<file path="src/rtl/sle_pkg.sv">
// types and constants shared by the list engine control and its cells
// no dependencies
`default_nettype none

package sle_pkg;

  localparam int TGT_W = 13;

  typedef enum logic [1:0] {
    ACT_FIND   = 2'd0,
    ACT_INSERT = 2'd1,
    ACT_DELETE = 2'd2,
    ACT_UPDATE = 2'd3
  } action_t;

  typedef enum logic [2:0] {
    CMD_NONE,
    CMD_INSERT,
    CMD_DELETE,
    CMD_UPDATE,
    CMD_LOAD,
    CMD_SHIFT
  } cmd_kind_t;

  typedef struct packed {
    cmd_kind_t          kind;
    logic [TGT_W-1:0]   tgt;
  } cell_cmd_t;

  typedef enum logic {
    ST_IDLE,
    ST_SCAN
  } state_t;

endpackage

`default_nettype wire

</file>
<file path="src/rtl/sle_cell.sv">
// one list slot: holds an entry and a read tap, passes both to its neighbors
// depends on sle_pkg
`default_nettype none

module sle_cell #(
  parameter int IDX = 0
) (
  input  wire logic              clk,
  input  wire sle_pkg::cell_cmd_t cmd,
  input  wire logic [31:0]       wval,
  input  wire logic [31:0]       prev_val,
  input  wire logic [31:0]       next_val,
  input  wire logic [31:0]       prev_hold,
  output logic [31:0]            val,
  output logic [31:0]            hold
);

  localparam logic [sle_pkg::TGT_W-1:0] IDX_V = sle_pkg::TGT_W'(IDX);

  logic [31:0] val_next;
  logic [31:0] hold_next;
  logic        hit;
  logic        above;

  assign hit   = (cmd.tgt == IDX_V);
  assign above = (IDX_V > cmd.tgt);

  always_comb begin
    val_next  = val;
    hold_next = hold;
    case (cmd.kind)
      sle_pkg::CMD_INSERT: begin
        if (above) begin
          val_next = prev_val;
        end else if (hit) begin
          val_next = wval;
        end
      end
      sle_pkg::CMD_DELETE: begin
        if (above || hit) begin
          val_next = next_val;
        end
      end
      sle_pkg::CMD_UPDATE: begin
        if (hit) begin
          val_next = wval;
        end
      end
      sle_pkg::CMD_LOAD: begin
        hold_next = hit ? val : 32'd0;
      end
      sle_pkg::CMD_SHIFT: begin
        hold_next = prev_hold;
      end
      default: begin
        val_next  = val;
        hold_next = hold;
      end
    endcase
  end

  always_ff @(posedge clk) begin
    val  <= val_next;
    hold <= hold_next;
  end

endmodule

`default_nettype wire

</file>
<file path="config.mk">
export PLATFORM = sky130hd
export DESIGN_NAME = sle_cell
export DESIGN_NICKNAME = d
export VERILOG_FILES = /design/src/rtl/sle_pkg.sv /design/src/rtl/sle_cell.sv
export SDC_FILE = /design/constraint.sdc
export NUM_CORES = 1
export LEC_CHECK = 0
export ABC_CLOCK_PERIOD_IN_PS = 8430
export BUFFER_PORTS_ARGS = -buffer_cell sky130_fd_sc_hd__buf_2
export CELL_PAD_IN_SITES_DETAIL_PLACEMENT = 1
export CELL_PAD_IN_SITES_GLOBAL_PLACEMENT = 1
export CORE_MARGIN = 1
export CORE_UTILIZATION = 24
export DETAILED_ROUTE_END_ITERATION = 6
export HOLD_SLACK_MARGIN = 0.06
export PLACE_DENSITY = 0.64
export SLEW_MARGIN = 20
export SYNTH_ARGS = -nofsm -noshare
export SYNTH_HDL_FRONTEND = slang
export SYNTH_SLANG_ARGS = --single-unit
export TNS_END_PERCENT = 10
</file>
<file path="constraint.sdc">
create_clock -name clk -period 8.43 [get_ports clk]
set_input_delay 0.4215 -clock clk [delete_from_list [all_inputs] [get_ports clk]]
set_output_delay 0.4215 -clock clk [all_outputs]
set_load 0.02 [all_outputs]
</file>
Yosys cells after proc, flatten, opt, wreduce, memory -nomap -nowiden
Index checks and enable logic that the tools add are counted.
{"block": "op_classes", "n_addsub": 0, "magnitude_cmp": 1, "n_mux": 6, "eq_ne": 6, "n_div": 0, "n_mul": 0, "n_reduce_logical": 5, "bitwise_logic": 0, "shifts": 0}
{"cell": "$mux W32", "count": 4}
{"cell": "$pmux W32 S3", "count": 1}
{"cell": "$pmux W32 S2", "count": 1}
{"cell": "$gt A1 B13 Y1 const A", "count": 1}
{"cell": "$logic_not A13 Y1", "count": 1}
{"cell": "$eq A3 B2 Y1 const B", "count": 2}
{"cell": "$eq A3 B3 Y1 const B", "count": 2}
{"cell": "$eq A3 B1 Y1 const B", "count": 1}
{"cell": "$reduce_bool A3 Y1", "count": 1}
{"cell": "$ne A2 B2 Y1 const B", "count": 1}
{"cell": "$reduce_and A2 Y1", "count": 1}
{"cell": "$reduce_bool A2 Y1", "count": 1}
{"cell": "$logic_or A1 B1 Y1", "count": 1}
{"block": "word_totals", "mem_bits_ro": 0, "ramBits": 0, "ff_bits": 64, "mem_count": 0, "latchBits": 0, "in_bits": 145}

Logic depth before layout (Yosys ltp)
{"block": "logic_depth", "ltp_word": 4, "ltp_mapped": 5}

Least setup slack after synthesis
No wires, ideal clock.
{"block": "synth_timing", "path_kind": "input to register", "from": "in cmd[5] (netlist name)", "to": "reg val[0], enable pin", "path_stages": 5, "path_buffers": 2, "t_arrival_ns": 2.727, "setup_slack_ns": 5.270, "t_required_ns": 7.997, "setup_time_ns": 0.433, "path_cell_list": "nor4_1 > nand4_1 > buf_6 > buf_6 > o22ai_1"}
{"block": "synth_between", "elab_chain_len": 4, "elab_cells_between_ends": 5, "cone_classes": "1 x order compare; 1 x eq/ne; 3 x reduce/logical"}
{"element": "start: declaration", "line": "sle_cell.sv:9", "rtl": "input wire sle_pkg::cell_cmd_t cmd,"}
{"element": "$gt A1 B13 Y1 / $logic_not A13 Y1 (equally long branches)", "line": "sle_cell.sv:26, sle_cell.sv:25"}
{"element": "$logic_or A1 B1 Y1 *", "line": "sle_cell.sv:40", "rtl": "if (above || hit) begin"}
{"element": "$ne A2 B2 Y1 (no line) *"}
{"element": "$reduce_and A2 Y1 (no line) *"}
{"element": "end signal: assignment", "line": "sle_cell.sv:63", "rtl": "val <= val_next;"}
{"element": "end: declaration", "line": "sle_cell.sv:14", "rtl": "output logic [31:0] val,"}
Every way passes the cells marked *; elsewhere a longest branch is shown, timed or not.
A chain may end at the register's enable or synchronous reset.

Worst setup path after layout
{"block": "layout_timing", "from": "in cmd[14] (netlist name)", "to": "reg hold[17], data pin"}
{"block": "layout_between", "elab_chain_len": 2, "elab_cells_between_ends": 3, "cone_classes": "2 x eq/ne; 1 x mux"}
{"element": "$eq A3 B3 Y1", "line": "sle_cell.sv:31", "rtl": "case (cmd.kind)"}
{"element": "$pmux W32 S2 *", "line": "sle_cell.sv:31"}
{"element": "named net hold_next[17]", "line": "sle_cell.sv:21", "rtl": "logic [31:0] hold_next;"}
{"element": "end signal: assignment", "line": "sle_cell.sv:64", "rtl": "hold <= hold_next;"}
{"element": "end: declaration", "line": "sle_cell.sv:15", "rtl": "output logic [31:0] hold"}
The timed path passes the listed nets; every way through them passes the cells marked *.

==> flow_metrics.tcl <==
set metrics [dict create \
    worst_setup_path_start_kind "input pin" \
    floorplan.initialDensity 0.250 \
    syn-instance-count 289 \
    post-route-cell-area_um2 4880 \
    synthesis.yosys.warnings 0 \
    cts_resized 0 \
    worst-r2r-setup-slack_ns 7.43 \
    fillers 1638 \
    met1_length_mm 4.49 \
    hold_path.class "in -> reg" \
    total_leakage_power_nw 2.16 \
    crit_path_max_fanout 17 \
    number_of_port_buffers 176 \
    setup_repair_after_global_routing_missed_its_margin "no" \
    critPathKind "in -> reg" \
    first_global_vias 3131 \
    drcViolationCount 0 \
    met3_routed_length_um 631 \
    fraction_of_final_layout_cells_sized_beyond_drive_strength_1 0.427 \
    pin_count_of_the_biggest_net_entering_global_routing 65 \
    cts_buffer_depth 2 \
    routed_via_density 4.50 \
    globalRouteTotalUtil 0.142 \
    finalSetupViolCount 0 \
    antenna_found_initial 0 \
    post_synth_num_cell_types 20 \
    syn_to_final_growth_pct 38.1 \
    finish.net_count 606 \
    maxSlewHeadroom 0.319 \
    post_cts.repair.setup_buffers 0 \
    slew_viol_final 0 \
    required_ns 8.47 \
    cts.reportedPaths.clkPinSlew_ns 0.06 \
    num_antenna_cells 0 \
    placement.setup.worst_slack_ns 6.25 \
    cp.arrival_ns 1.87 \
    die_y_um 123 \
    cts_made_buffers 9 \
    ctsHtreeMaxLevel 3 \
    wl_per_cell_um 16.4 \
    worst_pin_slew_ns 1.02 \
    detail-route-antenna-nets 0 \
    tritoncts_clock_tree "done" \
    holdBufCountCts 0 \
    hold_end "hold[4]" \
    tritoncts_num_sinks 64 \
    r2r.worst_path.cells 2 \
    run_status "finished, final reports clean" \
    setup_tns_ns 0 \
    insertion_delay_ns 0.32 \
    pnr_total_power_mw 0.916 \
    grt_pass1_wl_mm 16.0 \
    dp_hpwl_mm 7.58 \
    grt_overflow_total 0 \
    critPathCaptureType "flop" \
    placement.cell_area_um2 4540 \
    r2r_end "val[9]" \
    std_cell_rows 43 \
    worst_hold_path.num_cells 3 \
    first_drt_pass_iteration_count 4 \
    highest_layer "met4" \
    netlist_area_um2 3530 \
    fin_worst_skew_ns 0.00624 \
    fp.dieW_um 123 \
    dieArea_um2 15200 \
    mappedNetlistNets 434 \
    yosysSeqAreaShare 0.544 \
    drt_first_iter_violations 129 \
    min-delay-start "prev_hold[4]" \
    core_region_area_um2 14100 \
    met2WireLength_mm 5.38 \
    final-hold-violation-count 0 \
    final.period_utilization 0.218 \
    utilization 0.346 \
    highest_attainable_clock_frequency_mhz 545 \
    root_buffer "sky130_fd_sc_hd__clkbuf_16" \
    dr_total_vias 2906 \
    crit-reg2reg-launch "val[9]" \
    synth.ff_latch_count 64 \
    clock_period_minus_worst_slack_ns 1.83 \
    vdd_drop_max_mv 0.0693 \
    p_per_area_nw_per_um2 188 \
    routed_wl_mm 10.6 \
    layout_setup_ws_ns 6.60 \
    gp_routability_congestion 0.731 \
    drv_cap 0 \
    io_pins 209 \
    post_synth.cell_area_avg_um2 12.2 \
]
Yosys cell counts:
cell,instances,share of area
sky130_fd_sc_hd__inv_1,1,0.0011
sky130_fd_sc_hd__nor3b_2,1,0.0035
sky130_fd_sc_hd__nand3b_1,1,0.0021
sky130_fd_sc_hd__nand2b_1,1,0.0018
sky130_fd_sc_hd__nand4_1,1,0.0018
sky130_fd_sc_hd__nor3_1,1,0.0014
sky130_fd_sc_hd__mux2i_1,96,0.27
sky130_fd_sc_hd__nand2_1,64,0.068
sky130_fd_sc_hd__clkbuf_1,6,0.0064
sky130_fd_sc_hd__buf_2,2,0.0028
sky130_fd_sc_hd__nor2b_1,1,0.0018
sky130_fd_sc_hd__nor4_1,2,0.0035
sky130_fd_sc_hd__buf_6,10,0.032
sky130_fd_sc_hd__and3b_1,1,0.0025
sky130_fd_sc_hd__buf_4,3,0.0064
sky130_fd_sc_hd__o21ai_0,25,0.035
sky130_fd_sc_hd__o21ai_1,7,0.0099
sky130_fd_sc_hd__nor2_1,1,0.0011
sky130_fd_sc_hd__edfxtp_1,64,0.54
sky130_fd_sc_hd__o22ai_1,1,0.0018
per-layer routing:
metal,track usage,up-vias
met2,0.256,103
met4,0.0399,0
met1,0.162,1390
met5,0,-
met3,0.0387,8
li1,-,1405
registers in the layout, summed over array words and instances, names as in the netlist:
signal	count
hold	32
val	32
layout make-up:
cell class / count / area, um2 / area share
inverter: 1 / 3.75 / 0.000770
clock inverter: 7 / 110 / 0.0226
timing repair buffer: 182 / 926 / 0.190
sequential: 64 / 1920 / 0.394
multi-input combinational: 203 / 1460 / 0.300
clock buffer: 9 / 225 / 0.0462
tap: 180 / 225 / 0.0462
worst max path at each step:
stage | start | depth (start not counted) | end | slack [ns]
floorplan | cmd[5] | 5 | val[0] | 5.27
global placement | cmd[14] | 5 | hold[17] | 6.24
detailed placement | cmd[14] | 5 | hold[18] | 6.25
CTS | cmd[14] | 5 | hold[18] | 6.59
global route | cmd[5] | 5 | hold[19] | 6.50
finish | cmd[14] | 5 | hold[17] | 6.60
cell usage in the layout (no fill, tap or decap), types with 2 or more instances in the layout:
cell / Yosys / routed
sky130_fd_sc_hd__clkinv_1: 0 / 2
sky130_fd_sc_hd__buf_2: 2 / 176
sky130_fd_sc_hd__nand2_1: 64 / 64
sky130_fd_sc_hd__clkbuf_16: 0 / 9
sky130_fd_sc_hd__edfxtp_1: 64 / 64
sky130_fd_sc_hd__mux2i_1: 96 / 96
sky130_fd_sc_hd__o21ai_0: 25 / 25
sky130_fd_sc_hd__bufinv_16: 0 / 3
sky130_fd_sc_hd__nor4_1: 2 / 2
sky130_fd_sc_hd__o21ai_1: 7 / 7
sky130_fd_sc_hd__buf_4: 3 / 6
worst max-delay path: stages:
cell,delay [ns]
sky130_fd_sc_hd__buf_2,0.13
sky130_fd_sc_hd__nand3b_1,0.59
sky130_fd_sc_hd__buf_4,0.44
sky130_fd_sc_hd__nand2_1,0.17
sky130_fd_sc_hd__o21ai_0,0.09
per-stage QoR:
step / instances / hold slack, ns
2_1_floorplan: 289 / 0.609
3_5_place_dp: 630 / 0.633
3_3_place_gp: 630 / 0.616
5_1_grt: 646 / 0.372
4_1_cts: 646 / 0.359
6_report: 646 / 0.377
where the power goes:
group	internal, mW	total [mW]	switching (mW)
Clock	0.286	0.423	0.137
Sequential	0.370	0.377	0.00791
Combinational	0.0494	0.116	0.0665
cells by family after synthesis:
family          Yosys count  synth area share
simple gates             74            0.0876
mux                      96             0.272
flops                    64             0.544
buf+inv                  22            0.0486
compound gates           33            0.0471
No activity file was read; power rests on OpenSTA's default activity.
