<file path="src/rtl/sle_pkg.sv">
// types and constants shared by the list engine control and its cells
// no dependencies
`default_nettype none

package sle_pkg;

  localparam int TGT_W = 13;

  typedef enum logic [1:0] {
    ACT_FIND   = 2'd0,
    ACT_INSERT = 2'd1,
    ACT_DELETE = 2'd2,
    ACT_UPDATE = 2'd3
  } action_t;

  typedef enum logic [2:0] {
    CMD_NONE,
    CMD_INSERT,
    CMD_DELETE,
    CMD_UPDATE,
    CMD_LOAD,
    CMD_SHIFT
  } cmd_kind_t;

  typedef struct packed {
    cmd_kind_t          kind;
    logic [TGT_W-1:0]   tgt;
  } cell_cmd_t;

  typedef enum logic {
    ST_IDLE,
    ST_SCAN
  } state_t;

endpackage

`default_nettype wire

</file>
<file path="src/rtl/sle_ctrl.sv">
// request checking, count and capacity, read scan sequencing, result register
// depends on sle_pkg
`default_nettype none

module sle_ctrl #(
  parameter int DEPTH = 64
) (
  input  wire logic               clk,
  input  wire logic               rst,
  input  wire logic               cfg_wr_en,
  input  wire logic [6:0]         cfg_wr_data,
  input  wire logic               in_valid,
  output logic                    in_ready,
  input  wire logic [1:0]         action,
  input  wire logic [6:0]         position,
  output logic                    out_valid,
  input  wire logic               out_ready,
  output logic [47:0]             out_data,
  input  wire logic [31:0]        scan_data,
  output sle_pkg::cell_cmd_t      cmd
);

  localparam int CW     = $clog2(DEPTH + 1);
  localparam int KW     = ((CW > 7) ? CW : 7) + 1;
  localparam int CNT_W  = (DEPTH > 1) ? $clog2(DEPTH) : 1;

  sle_pkg::state_t  state;
  sle_pkg::state_t  state_next;
  logic [CW-1:0]    count;
  logic [CW-1:0]    count_next;
  logic [6:0]       capacity;
  logic [CNT_W-1:0] cnt;
  logic [CNT_W-1:0] cnt_next;
  logic             out_valid_next;
  logic [47:0]      out_data_next;

  logic             accept;
  logic             out_free;
  logic             pos_neg;
  logic [5:0]       pos_lo;
  logic             in_list;
  logic             limit_hit;
  logic             ins_ok;
  logic             req_ok;
  logic             scan_done;
  logic [KW-1:0]    limit;
  sle_pkg::action_t act;

  assign act      = sle_pkg::action_t'(action);
  assign out_free = !out_valid || out_ready;
  assign in_ready = !rst && (state == sle_pkg::ST_IDLE) && out_free;
  assign accept   = in_valid && in_ready;
  assign pos_neg  = position[6];
  assign pos_lo   = position[5:0];
  assign in_list  = !pos_neg && (KW'(pos_lo) < KW'(count));
  assign limit    = (KW'(capacity) < KW'(DEPTH)) ? KW'(capacity) : KW'(DEPTH);
  assign limit_hit = (KW'(count) >= limit);
  assign ins_ok   = (in_list || (position == 7'h7f)) && !limit_hit;
  assign req_ok   = (act == sle_pkg::ACT_INSERT) ? ins_ok : in_list;
  assign scan_done = (state == sle_pkg::ST_SCAN) && (cnt == '0);

  // next state
  always_comb begin
    state_next = state;
    case (state)
      sle_pkg::ST_IDLE: begin
        if (accept && (act == sle_pkg::ACT_FIND) && req_ok) begin
          state_next = sle_pkg::ST_SCAN;
        end
      end
      sle_pkg::ST_SCAN: begin
        if (scan_done && out_free) begin
          state_next = sle_pkg::ST_IDLE;
        end
      end
      default: state_next = sle_pkg::ST_IDLE;
    endcase
  end

  // cell commands, count, scan counter, result
  always_comb begin
    cmd.kind       = sle_pkg::CMD_NONE;
    cmd.tgt        = sle_pkg::TGT_W'(pos_lo);
    count_next     = count;
    cnt_next       = cnt;
    out_valid_next = out_ready ? 1'b0 : out_valid;
    out_data_next  = out_data;
    case (state)
      sle_pkg::ST_IDLE: begin
        if (accept) begin
          if (req_ok) begin
            case (act)
              sle_pkg::ACT_FIND: begin
                cmd.kind = sle_pkg::CMD_LOAD;
                cnt_next = CNT_W'(DEPTH - 1) - CNT_W'(pos_lo);
              end
              sle_pkg::ACT_INSERT: begin
                cmd.kind   = sle_pkg::CMD_INSERT;
                cmd.tgt    = pos_neg ? '0 : sle_pkg::TGT_W'(pos_lo) + 1'b1;
                count_next = count + 1'b1;
              end
              sle_pkg::ACT_DELETE: begin
                cmd.kind   = sle_pkg::CMD_DELETE;
                count_next = count - 1'b1;
              end
              default: begin
                cmd.kind = sle_pkg::CMD_UPDATE;
              end
            endcase
          end
          if (!(req_ok && (act == sle_pkg::ACT_FIND))) begin
            out_valid_next = 1'b1;
            out_data_next  = {7'd0, (count_next == '0), 7'(count_next), 32'd0, !req_ok};
          end
        end
      end
      sle_pkg::ST_SCAN: begin
        if (!scan_done) begin
          cmd.kind = sle_pkg::CMD_SHIFT;
          cnt_next = cnt - 1'b1;
        end else if (out_free) begin
          out_valid_next = 1'b1;
          out_data_next  = {7'd0, (count == '0), 7'(count), scan_data, 1'b0};
        end
      end
      default: begin
        cmd.kind = sle_pkg::CMD_NONE;
      end
    endcase
  end

  always_ff @(posedge clk) begin
    if (rst) begin
      state     <= sle_pkg::ST_IDLE;
      count     <= '0;
      capacity  <= 7'd64;
      out_valid <= 1'b0;
      cnt       <= '0;
    end else begin
      state     <= state_next;
      count     <= count_next;
      out_valid <= out_valid_next;
      cnt       <= cnt_next;
      if (cfg_wr_en) begin
        capacity <= cfg_wr_data;
      end
    end
    out_data <= out_data_next;
  end

  a_scan_blocks_input: assert property (@(posedge clk) disable iff (rst)
    (state == sle_pkg::ST_SCAN) |-> !in_ready)
    else $error("input taken during read scan");

  a_insert_count: assert property (@(posedge clk) disable iff (rst)
    (accept && (act == sle_pkg::ACT_INSERT) && req_ok) |=> (count == $past(count) + 1'b1))
    else $error("insert did not grow the list");

  a_delete_count: assert property (@(posedge clk) disable iff (rst)
    (accept && (act == sle_pkg::ACT_DELETE) && req_ok) |=> (count == $past(count) - 1'b1))
    else $error("delete did not shrink the list");

  a_error_zero: assert property (@(posedge clk) disable iff (rst)
    (out_valid && out_data[0]) |-> (out_data[32:1] == 32'd0))
    else $error("error result carries a read value");

endmodule

`default_nettype wire

</file>
<file path="config.mk">
export PLATFORM = sky130hd
export DESIGN_NAME = sle_ctrl
export DESIGN_NICKNAME = d
export VERILOG_FILES = /design/src/rtl/sle_pkg.sv /design/src/rtl/sle_ctrl.sv
export SDC_FILE = /design/constraint.sdc
export NUM_CORES = 1
export LEC_CHECK = 0
export ABC_AREA = 1
export BUFFER_PORTS_ARGS = -buffer_cell sky130_fd_sc_hd__clkbuf_2
export CAP_MARGIN = 25
export CORE_AREA = 2 2 115 89
export DETAILED_ROUTE_END_ITERATION = 10
export DIE_AREA = 0 0 117 91
export PLACE_DENSITY_LB_ADDON = 0.05
export SYNTH_ARGS = -nofsm -noshare
export SYNTH_HDL_FRONTEND = slang
export SYNTH_SLANG_ARGS = --single-unit
</file>
<file path="constraint.sdc">
create_clock -name clk -period 8.1 [get_ports clk]
set_clock_uncertainty 0.2 [all_clocks]
set_input_delay 0.405 -clock clk [delete_from_list [all_inputs] [get_ports clk]]
set_output_delay 0.405 -clock clk [all_outputs]
set_load 0.02 [all_outputs]
</file>
# Word level (Yosys, flattened, before mapping)
# Index checks and enable logic that the tools add are counted.
[totals]
register_bits = 70
inputBits = 53
out_inout_bits = 66
word_cells = 82
[classes]
n_addsub = 5
magnitude_cmp = 3
eq_ne = 10
n_mux = 33
bitwise_logic = 1
reduce_logical = 24
[ops]
columns = ["op", "count"]
rows = [
  ["two-way mux 48 bit", 4],
  ["case mux 48 bit (2 select lines)", 1],
  ["two-way mux 7 bit", 6],
  ["two-way mux 16 bit", 2],
  ["two-way mux 6 bit", 4],
  ["logical NOT 7 bit", 2],
  ["case mux 7 bit (2 select lines)", 1],
  ["two-way mux 13 bit", 1],
  ["case mux 6 bit (2 select lines)", 1],
  ["logical AND 1 bit", 10],
  ["case mux 3 bit (3 select lines)", 1],
  ["two-way mux 1 bit", 8],
  ["inequality test 2 bit, second input constant", 4],
  ["AND reduction 4 bit", 2],
  ["adder 6 x 1 -> 7 bit, second input constant", 1],
  ["adder 7 x 1 -> 7 bit, second input constant", 1],
  ["equality test 7 bit, second input constant", 1],
  [">= comparator 7 bit", 1],
  ["< comparator 6 x 7 -> 1 bit", 1],
  ["< comparator 7 bit, second input constant", 1],
  ["subtractor 7 x 1 -> 7 bit, second input constant", 1],
  ["logical NOT 6 bit", 1],
  ["inequality test 2 x 1 -> 1 bit, second input constant", 3],
  ["case mux 3 bit (2 select lines)", 1],
  ["other kinds (11)", 17],
]

# Depth between registers and ports, before layout
# Gate-level depths: netlist of run 1.
[logic_depth]
ltp_word = 13
depth_mapped = 18
ltp_nobuf = 17

# Worst setup path before layout of run 1
# OpenSTA, ideal clock, no wires.
[synth_timing]
path_kind = "flip-flop to flip-flop"
from = "reg out_valid"
to = "reg out_data[0] (enable)"
setup_ns = 0.399
arrival_time_ns = 2.542
required_time_ns = 7.501
path_slack_ns = 4.959
path_stages_with_launch = 8
path_buffers = 0
period_less_slack_ns = 3.141
path_cell_list = "dfxtp_1 inv_2 nor2_1 nor3_1 nand2_2 inv_1 nand2_1 nand2_1"
[synth_via]
elab_chain_cells = 6
elab_cells_between_ends = 7
classes_between = "eq/ne (2); reduce/logical (5)"
[synth_rtl]
columns = ["item", "line_no", "rtl"]
rows = [
  ["from (decl)", "sle_ctrl.sv:16", "output logic out_valid,"],
  ["from (signal assigned)", "sle_ctrl.sv:142", "out_valid <= out_valid_next;"],
  ["logical NOT 1 bit", "sle_ctrl.sv:50", "assign out_free = !out_valid || out_ready;"],
  ["logical OR 1 bit", "sle_ctrl.sv:50", ""],
  ["logical AND 1 bit", "sle_ctrl.sv:51", "assign in_ready = !rst && (state == sle_pkg::ST_IDLE) && out_free;"],
  ["via in_ready", "sle_ctrl.sv:13", "output logic in_ready,"],
  ["logical AND 1 bit", "sle_ctrl.sv:52", "assign accept = in_valid && in_ready;"],
  ["inequality test 2 bit (no line)", "-", ""],
  ["AND reduction 4 bit (no line)", "-", ""],
  ["to (signal assigned)", "sle_ctrl.sv:148", "out_data <= out_data_next;"],
  ["to (decl)", "sle_ctrl.sv:18", "output logic [47:0] out_data,"],
]
# The timed path passes the listed nets, and every way through them passes these cells.
# A chain may end at the register's enable or synchronous reset.

==> results of run 1 <==
==> metal layers <==
| metal | share of wire | global-route usage |
|---|---|---|
| met5 | 0 | 0 |
| met4 | 0.011 | 0.0569 |
| met3 | 0.068 | 0.0441 |
| met2 | 0.44 | 0.268 |
| met1 | 0.48 | 0.239 |
==> cells by family (layout without fill, tap and decap cells) <==
group                    Yosys count  in the layout  synth area share
adder cells (fa/ha/maj)           21             21            0.0704
XOR/XNOR                           6              6            0.0141
buffers and inverters            111            211             0.125
flip-flops                        63             63             0.448
other                              1             13           0.00100
AND/OR/NAND/NOR                  214            214             0.245
AO/OA/AOI/OAI                     67             67            0.0969
==> metrics by stage <==
stage	instance area, sq um	setup WS [ns]	std cells	utilization	hold WS, ns
floorplan	3780	4.96	495	-	0.230
CTS	4650	4.75	725	0.489	0.0890
finish	4690	4.76	727	0.493	0.0999
global placement	4340	5.11	709	0.456	0.267
detailed placement	4340	5.05	709	0.456	0.277
global route	4690	4.51	727	0.493	0.106
==> worst max path at each step <==
stage	from	to	slack, ns	cells after the start
floorplan	out_valid	out_data[0]	4.96	7
detailed placement	count[0]	out_data[1]	5.05	12
global placement	count[0]	out_data[1]	5.11	12
finish	capacity[6]	cmd[5]	4.76	15
global route	capacity[6]	cmd[5]	4.51	15
CTS	capacity[6]	cmd[5]	4.75	15
==> Yosys cell counts (6+ instances only) <==
master	count
dfxtp_1	22
nand3_1	18
nand2_1	133
a21oi_1	24
o21ai_0	27
nand4_1	7
buf_4	13
edfxtp_1	41
o21ai_1	10
nor2_1	40
ha_1	21
inv_1	79
inv_2	9
clkbuf_1	6
==> area by class of cell <==
class / instances / area share
Sequential cell: 63 / 0.357
Multi-Input combinational cell: 321 / 0.350
Timing Repair Buffer: 107 / 0.121
Inverter: 88 / 0.0705
Clock buffer: 9 / 0.0480
Tap cell: 132 / 0.0352
Clock inverter: 7 / 0.0187
==> worst max-delay path: stages (launching register included) <==
cell      delay (ns)
dfxtp_1         0.30
inv_1           0.15
nand2_1         0.08
ha_1            0.29
nand2_1         0.09
inv_1           0.05
a21oi_1         0.13
nand3_1         0.12
nand2_1         0.24
nand2_4         0.13
nor2_8          0.15
nand2_4         0.10
nor2_4          0.12
nand3_1         0.07
a21oi_1         0.17
clkbuf_2        0.19
==> power by group through the flow <==
stage / clock network [mW] / registers, mW / logic [mW]
2_1_floorplan: 0 / 0.388 / 0.0921
3_3_place_gp: 0 / 0.379 / 0.147
3_5_place_dp: 0 / 0.379 / 0.147
4_1_cts: 0.409 / 0.373 / 0.148
5_1_grt: 0.424 / 0.373 / 0.170
6_report: 0.399 / 0.371 / 0.150
==> registers in the layout, summed over array words and instances, names as in the netlist <==
signal and cells:
capacity 7, cnt 6, count 7, out_data 41, out_valid 1, state 1
==> flow_summary.json, run 1 <==
{
  "status": "finished, final reports clean",
  "period_share": 0.412,
  "rrSetupSlack_ns": 5.41,
  "holdBufCountCts": 0,
  "grt_max_degree": 57,
  "area_delta_synth_final_pct": 25.6,
  "clock-sinks": 63,
  "period_minus_slack_ns": 3.34,
  "grt_pass1_vias": 2957,
  "antenna_cells": 0,
  "die_area_sq_um": 10600,
  "post-cts-setup-buffers": 0,
  "worst-path-max-fanout": 7,
  "hold_depth": 3,
  "coreArea_sq_um": 9500,
  "seqPwrFrac": 0.403,
  "ys_seq_elements": 63,
  "critPathKind": "reg2out",
  "viasPerCell": 4.62,
  "h-tree-depth": 3,
  "path_clk_slew_ns": 0.05,
  "setup_tns_ns": 0,
  "yosys_warnings": 0,
  "die_w_microns": 117,
  "cts-resized-gates": 0,
  "synth-main-ff-cell": "edfxtp_1",
  "layout-drive-gt1-share": 0.240,
  "yosysUniqueCellTypes": 32,
  "r2r-start": "capacity[6]",
  "cts_tree": "yes",
  "arrival_ns": 2.74,
  "layout_commonest_cell": "nand2_1",
  "root_buffer": "clkbuf_16",
  "comb_power_share": 0.163,
  "clk_path_buf_depth": 2,
  "cp-start-kind": "flip-flop",
  "start_util": 0.393,
  "drcViolationCount": 0,
  "end_kind": "output port",
  "power_mw": 0.921,
  "cap_violations": 0,
  "numCtsBuffers": 9,
  "antenna_found_initial": 0,
  "grt_pass1_wl_microns": 14300,
  "r2r_end": "out_data[40]",
  "p_clk_frac": 0.433,
  "synth_cells": 483,
  "hold_class": "in2reg",
  "wire_per_inst_microns": 12.6,
  "ant_nets": 0,
  "grt_usage": 0.174,
  "multi_input_area_sq_um": 1640,
  "synth_edf_count": 41,
  "critPathRequiredTime_ns": 7.50,
  "filler_cell_count": 963,
  "async_flop_share": 0,
  "pin_count": 119,
  "power.switching_mw": 0.244,
  "gp_congestion": 0.836,
  "layout_common_cells": "132 x nand2_1, 105 x clkbuf_2, 79 x inv_1",
  "yosys-top-cells-area": "edfxtp_1 33%, nand2_1 13%, dfxtp_1 12%, inv_1 7.9%, ha_1 7.0%",
  "routed-via-count": 3362,
  "die_h_microns": 91,
  "synth_area_leader_cell": "edfxtp_1",
  "p_int_mw": 0.677,
  "switching_share": 0.265,
  "ir_drop_v": 0.000109,
  "syn_avg_cell_area_sq_um": 7.73,
  "rows": 31,
  "clk_latency_ns": 0.32,
  "syn_area_sq_um": 3730,
  "rsz0062_at_grt": "no",
  "drtIter0Drc": 173,
  "max_freq_mhz": 299,
  "powerDensity_nw_per_um2": 196,
  "nNetsFinal": 664,
  "dp.final_hpwl_microns": 7020,
  "drv_slew": 0,
  "rr_worst_depth": 13,
  "regArea_sq_um": 1670,
  "grt.overflow.total": 0,
  "hold_viol_final": 0,
  "routed_wirelength_microns": 9180,
  "synth_top_area_frac": 0.330,
  "leakagePower_nw": 2.54,
  "numPortBuffers": 105,
  "setup_viol": 0,
  "hold_start": "cfg_wr_data[6]",
  "hold_end": "capacity[6]",
  "ys_seq_area_frac": 0.448,
  "firstDrtPassIters": 5
}
(Power assumes the default switching activity.)
==> inputs of run 2 (changes only) <==
ABC_AREA = 0   (was 1)
clock period = 3.3 ns   (was 8.1 ns; I/O delays follow)
==> run 2 against run 1 <==
Net effect:
- core utilization grew 4.7 points
- sequential power grew 140%
- synthesized area shrank 0.70%
- design area grew 9.5%
- worst setup slack lost 4.6 ns
- combinational power grew 93%
- register-to-register slack lost 5.0 ns
- first-iteration DRC count shrank 10%
==> flow_summary.json, run 2 <==
{
  "leakagePower_nw": 2.22,
  "die_h_microns": 91,
  "status": "finished, final reports clean",
  "comb_power_share": 0.128,
  "synth_area_leader_cell": "edfxtp_1",
  "routed-via-count": 3183,
  "layout-drive-gt1-share": 0.291,
  "grt_pass1_vias": 2975,
  "syn_area_sq_um": 3710,
  "firstDrtPassIters": 4,
  "regMostFlops": "out_data",
  "antenna_found_initial": 0,
  "clk_latency_ns": 0.33,
  "yosys_warnings": 0,
  "grt_usage": 0.180,
  "layout_common_cells": "104 x clkbuf_2, 41 x edfxtp_1, 40 x dlygate4sd3_1",
  "ys_seq_area_frac": 0.451,
  "rows": 31,
  "drtIter0Drc": 155,
  "power.switching_mw": 0.527,
  "yosys-top-cells-area": "edfxtp_1 33%, dfxtp_1 12%, ha_1 7.1%, and2_1 5.7%, a21oi_1 3.4%",
  "layout_commonest_cell": "clkbuf_2",
  "switching_share": 0.233,
  "syn_avg_cell_area_sq_um": 9.80,
  "synth_top_area_frac": 0.332,
  "met2WireLength_microns": 4320,
  "drv_slew": 0,
  "antenna_cells": 0,
  "slew_headroom": 0.632,
  "h-tree-depth": 3,
  "wire_per_inst_microns": 14.0,
  "p_int_mw": 1.73,
  "netlist_top_cells_count": "41 x edfxtp_1, 34 x and2_1, 31 x nand2_1, 26 x nor2_1, 25 x a21oi_1",
  "ant_nets": 0,
  "period_share": 0.937,
  "ys_seq_elements": 63,
  "wl_met3_microns": 624,
  "ir_drop_v": 0.000202,
  "arrival_ns": 2.73,
  "met1Wirelength_microns": 4270,
  "dp.final_hpwl_microns": 6560,
  "cp-start-kind": "flip-flop",
  "path_clk_slew_ns": 0.06,
  "nNetsFinal": 602,
  "clock-sinks": 63,
  "hold_viol_final": 0,
  "largest_reg_flops": 41,
  "die_area_sq_um": 10600,
  "top_layer": "met4",
  "setup_viol": 0,
  "async_flop_share": 0,
  "clk_path_buf_depth": 2,
  "setup_tns_ns": 0,
  "numPortBuffers": 105,
  "layout_setup_ws_ns": 0.209,
  "drcViolationCount": 0,
  "grt_max_degree": 56,
  "end_kind": "output port",
  "start_util": 0.390,
  "place_ws_ns": 0.333,
  "gp_congestion": 0.762,
  "grt.overflow.total": 0,
  "rsz0062_at_grt": "no",
  "p_clk_frac": 0.484,
  "routed_wirelength_microns": 9340,
  "area_delta_synth_final_pct": 38.6,
  "viasPerCell": 4.79,
  "numCtsBuffers": 9,
  "cts_tree": "yes",
  "critPathKind": "reg2out",
  "synth_cells": 378,
  "root_buffer": "clkbuf_16",
  "worst_pin_slew_ns": 0.551,
  "top_regs": "out_data x41, capacity x7, count x7",
  "synth-main-ff-cell": "edfxtp_1",
  "grt_pass1_wl_microns": 14700,
  "synth.most_common_cell": "edfxtp_1",
  "coreArea_sq_um": 9500,
  "synth_edf_count": 41,
  "worst-path-max-fanout": 5,
  "die_w_microns": 117,
  "yosysUniqueCellTypes": 56,
  "cap_violations": 0,
  "hold_class": "in2reg",
  "seqPwrFrac": 0.388,
  "powerDensity_nw_per_um2": 440,
  "max_freq_mhz": 324,
  "pin_count": 119,
  "critPathRequiredTime_ns": 2.93,
  "period_minus_slack_ns": 3.09
}
==> run 2: final cells by class <==
type,count,area (sq um)
Sequential cell,63,1670
Fill cell,887,4370
Inverter,19,71.3
Timing Repair Buffer,160,1050
Clock buffer,9,225
Tap cell,132,165
Clock inverter,7,120
Multi-Input combinational cell,275,1830
==> run 2: through the flow <==
| step | util | instance area, sq um | power (mW) | hold WS (ns) | cells |
|---|---|---|---|---|---|
| finish | 0.540 | 5130 | 2.26 | 0.0499 | 665 |
| global route | 0.540 | 5130 | 2.34 | 0.0605 | 665 |
| CTS | 0.539 | 5120 | 2.28 | 0.0315 | 664 |
| detailed placement | 0.460 | 4370 | 1.14 | 0.203 | 607 |
| global placement | 0.460 | 4370 | 1.14 | 0.197 | 607 |
| floorplan | - | 3760 | 1.06 | 0.0378 | 390 |
==> run 2: final timing paths <==
check,endpoint,startpoint,slack [ns],cells past startpoint
min,capacity[6],cfg_wr_en,0.05,2
min reg2reg,capacity[0],capacity[0],0.30,2
max reg2reg,out_data[38],count[2],0.45,11
max,cmd[5],count[2],0.21,10
==> run 2: critical path, stage by stage (launching register included) <==
cell	delay, ns
dfxtp_1	0.41
inv_2	0.11
ha_1	0.30
a21oi_1	0.12
o21ai_1	0.10
a311oi_2	0.32
o2111ai_1	0.18
or4_1	0.42
a21oi_1	0.17
a21o_1	0.12
clkbuf_2	0.17
==> run 2: cells by family (layout without fill, tap and decap cells) <==
kind of cell               count (synthesis)  count (layout)  synth area share
adders and majority gates                 21              21            0.0709
buffers and inverters                     52             195            0.0722
muxes                                     12              12            0.0327
xor gates and xnor gates                  15              15            0.0392
other                                      1              13           0.00101
and+or+nand+nor                          138             138             0.199
AOI/OAI and AO/OA                         76              76             0.134
DFF                                       63              63             0.451
==> run 2: per-layer routing <==
metal	up-vias	GRT usage
met3	13	0.0494
met2	104	0.282
met4	0	0.0559
met5	-	0
li1	1598	-
met1	1468	0.241
==> run 2: power groups by stage <==
| stage | Sequential [mW] | Clock (mW) | Combinational, mW |
|---|---|---|---|
| 2_1_floorplan | 0.918 | 0 | 0.140 |
| 3_3_place_gp | 0.892 | 0 | 0.248 |
| 3_5_place_dp | 0.893 | 0 | 0.249 |
| 4_1_cts | 0.876 | 1.12 | 0.289 |
| 5_1_grt | 0.879 | 1.15 | 0.319 |
| 6_report | 0.876 | 1.09 | 0.289 |
==> run 2: timing repair <==
item,in CTS,in global routing
resized for setup,0,5
hold buffers,40,0
gates cloned,0,0
hold endpoints to repair,40,0
setup endpoints to repair,1,4
setup buffers,1,1
pin swaps,1,1
==> inputs of run 3 (changes only) <==
CORE_AREA = 2 2 100 102   (was 2 2 115 89)
DIE_AREA = 0 0 102 104   (was 0 0 117 91)
==> run 3 against run 2 <==
Net effect:
- first-iteration DRC count fell by 16%
- register-to-register slack lost 0.26 ns
- flip-flop and latch count did not move
- design area fell by 2.2%
- largest power group is now registers
- highest routed layer unchanged
==> flow_summary.json, run 3 (synthesized netlist as in run 2, its figures left out) <==
{
  "die_w_microns": 102,
  "clk_latency_ns": 0.34,
  "leakagePower_nw": 2.18,
  "area_delta_synth_final_pct": 35.6,
  "powerDensity_nw_per_um2": 383,
  "path_clk_slew_ns": 0.08,
  "clock-sinks": 63,
  "firstDrtPassIters": 4,
  "nNetsFinal": 603,
  "setup_tns_ns": 0,
  "coreArea_sq_um": 9550,
  "critPathKind": "reg2out",
  "grt_max_degree": 56,
  "grt_pass1_wl_microns": 14400,
  "end_kind": "output port",
  "numCtsBuffers": 9,
  "slew_headroom": 0.489,
  "grt_usage": 0.170,
  "grt.overflow.total": 0,
  "worst-path-max-fanout": 7,
  "rows": 36,
  "start_util": 0.388,
  "viasPerCell": 4.73,
  "cp-start-kind": "flip-flop",
  "die_area_sq_um": 10600,
  "die_h_microns": 104,
  "period_share": 0.945,
  "cp_cell_sequence": "inv_1, ha_1, and3b_1, o2bb2ai_1, a311oi_2, o2111ai_2, or4_1, a21oi_1, a21o_1, clkbuf_2",
  "cpMaxStageDelayCell": "or4_1",
  "layout_common_cells": "105 x clkbuf_2, 41 x edfxtp_1, 40 x dlygate4sd3_1",
  "cts_tree": "yes",
  "routed_wirelength_microns": 9110,
  "critPathRequiredTime_ns": 2.93,
  "final_cells": 667,
  "top_regs": "out_data x41, capacity x7, count x7",
  "layout-drive-gt1-share": 0.298,
  "ir_drop_v": 0.000229,
  "max_freq_mhz": 321,
  "gp_congestion": 0.791,
  "place_ws_ns": 0.143,
  "drtIter0Drc": 130,
  "drcViolationCount": 0,
  "numPortBuffers": 105,
  "grt_pass1_vias": 2957,
  "cap_violations": 0,
  "ant_nets": 0,
  "largest_reg_flops": 41,
  "antenna_cells": 0,
  "pin_count": 119,
  "layout_setup_ws_ns": 0.180,
  "wire_per_inst_microns": 13.7,
  "worst_pin_slew_ns": 0.766,
  "setup_viol": 0,
  "layout_commonest_cell": "clkbuf_2",
  "drv_slew": 0,
  "clk_path_buf_depth": 2,
  "routed-via-count": 3155,
  "root_buffer": "clkbuf_8",
  "period_minus_slack_ns": 3.12,
  "antenna_found_initial": 0,
  "regMostFlops": "out_data",
  "h-tree-depth": 3,
  "arrival_ns": 2.75,
  "status": "finished, final reports clean",
  "dp.final_hpwl_microns": 6610,
  "max_stage_delay_ns": 0.42,
  "hold_class": "in2reg",
  "holdWs_ns": 0.0371,
  "hold_viol_final": 0,
  "placed_cells": 610
}
==> run 3: changes by cell type in the layout (fill, tap and decap cells not counted), moves of 2 or more <==
cell	before	now
buf_4	14	16
dfxtp_1	21	19
clkbuf_16	9	0
clkbuf_8	0	9
==> run 3: metal layers <==
| layer | global-route usage | routed length (microns) | vias to the layer above |
|---|---|---|---|
| met2 | 0.262 | 3990 | 110 |
| met1 | 0.243 | 4470 | 1430 |
| li1 | - | - | 1609 |
| met4 | 0.0448 | 82 | 0 |
| met5 | 0 | 0 | - |
| met3 | 0.0329 | 568 | 6 |
==> run 3: where the power goes <==
part           total, mW  switching [mW]  internal (mW)
clock              0.763           0.327          0.436
combinational      0.287           0.165          0.122
sequential         0.873         0.00914          0.864
total               1.92           0.501           1.42
==> run 3: timing repair <==
action,CTS,global route
hold buffers,40,0
pin swaps,0,3
endpoints found under the hold margin,40,0
resized for setup,1,6
setup buffers,0,1
setup endpoints to repair,1,6
==> run 3: through the flow <==
stage	power, mW	cell area, sq um	utilization
CTS	1.95	5000	0.524
finish	1.92	5020	0.526
global route	2.01	5020	0.526
detailed placement	1.14	4370	0.458
floorplan	1.06	3760	-
global placement	1.14	4370	0.458
==> run 3: worst paths after layout <==
| kind | from | to | slack (ns) | cells past startpoint |
|---|---|---|---|---|
| max | count[5] | cmd[5] | 0.18 | 10 |
| max reg2reg | count[5] | out_data[37] | 0.19 | 10 |
| min reg2reg | cnt[1] | cnt[1] | 0.30 | 2 |
| min | position[1] | cnt[1] | 0.04 | 4 |
==> run 3: area by class of cell <==
cell class	count	area (sq um)
fill	926	4530
multi-input combinational	275	1840
sequential	63	1680
timing repair buffer	161	1050
tap	133	166
clock buffer	9	124
clock inverter	7	103
inverter	19	71.3
==> run 3: critical path, delay by kind of cell (launching register included) <==
family,cells,cell delay [ns]
adder cells (fa/ha/maj),1,0.29
buffers and inverters,2,0.25
AO/OA/AOI/OAI,5,0.87
flip-flops,1,0.38
AND/OR/NAND/NOR,2,0.63
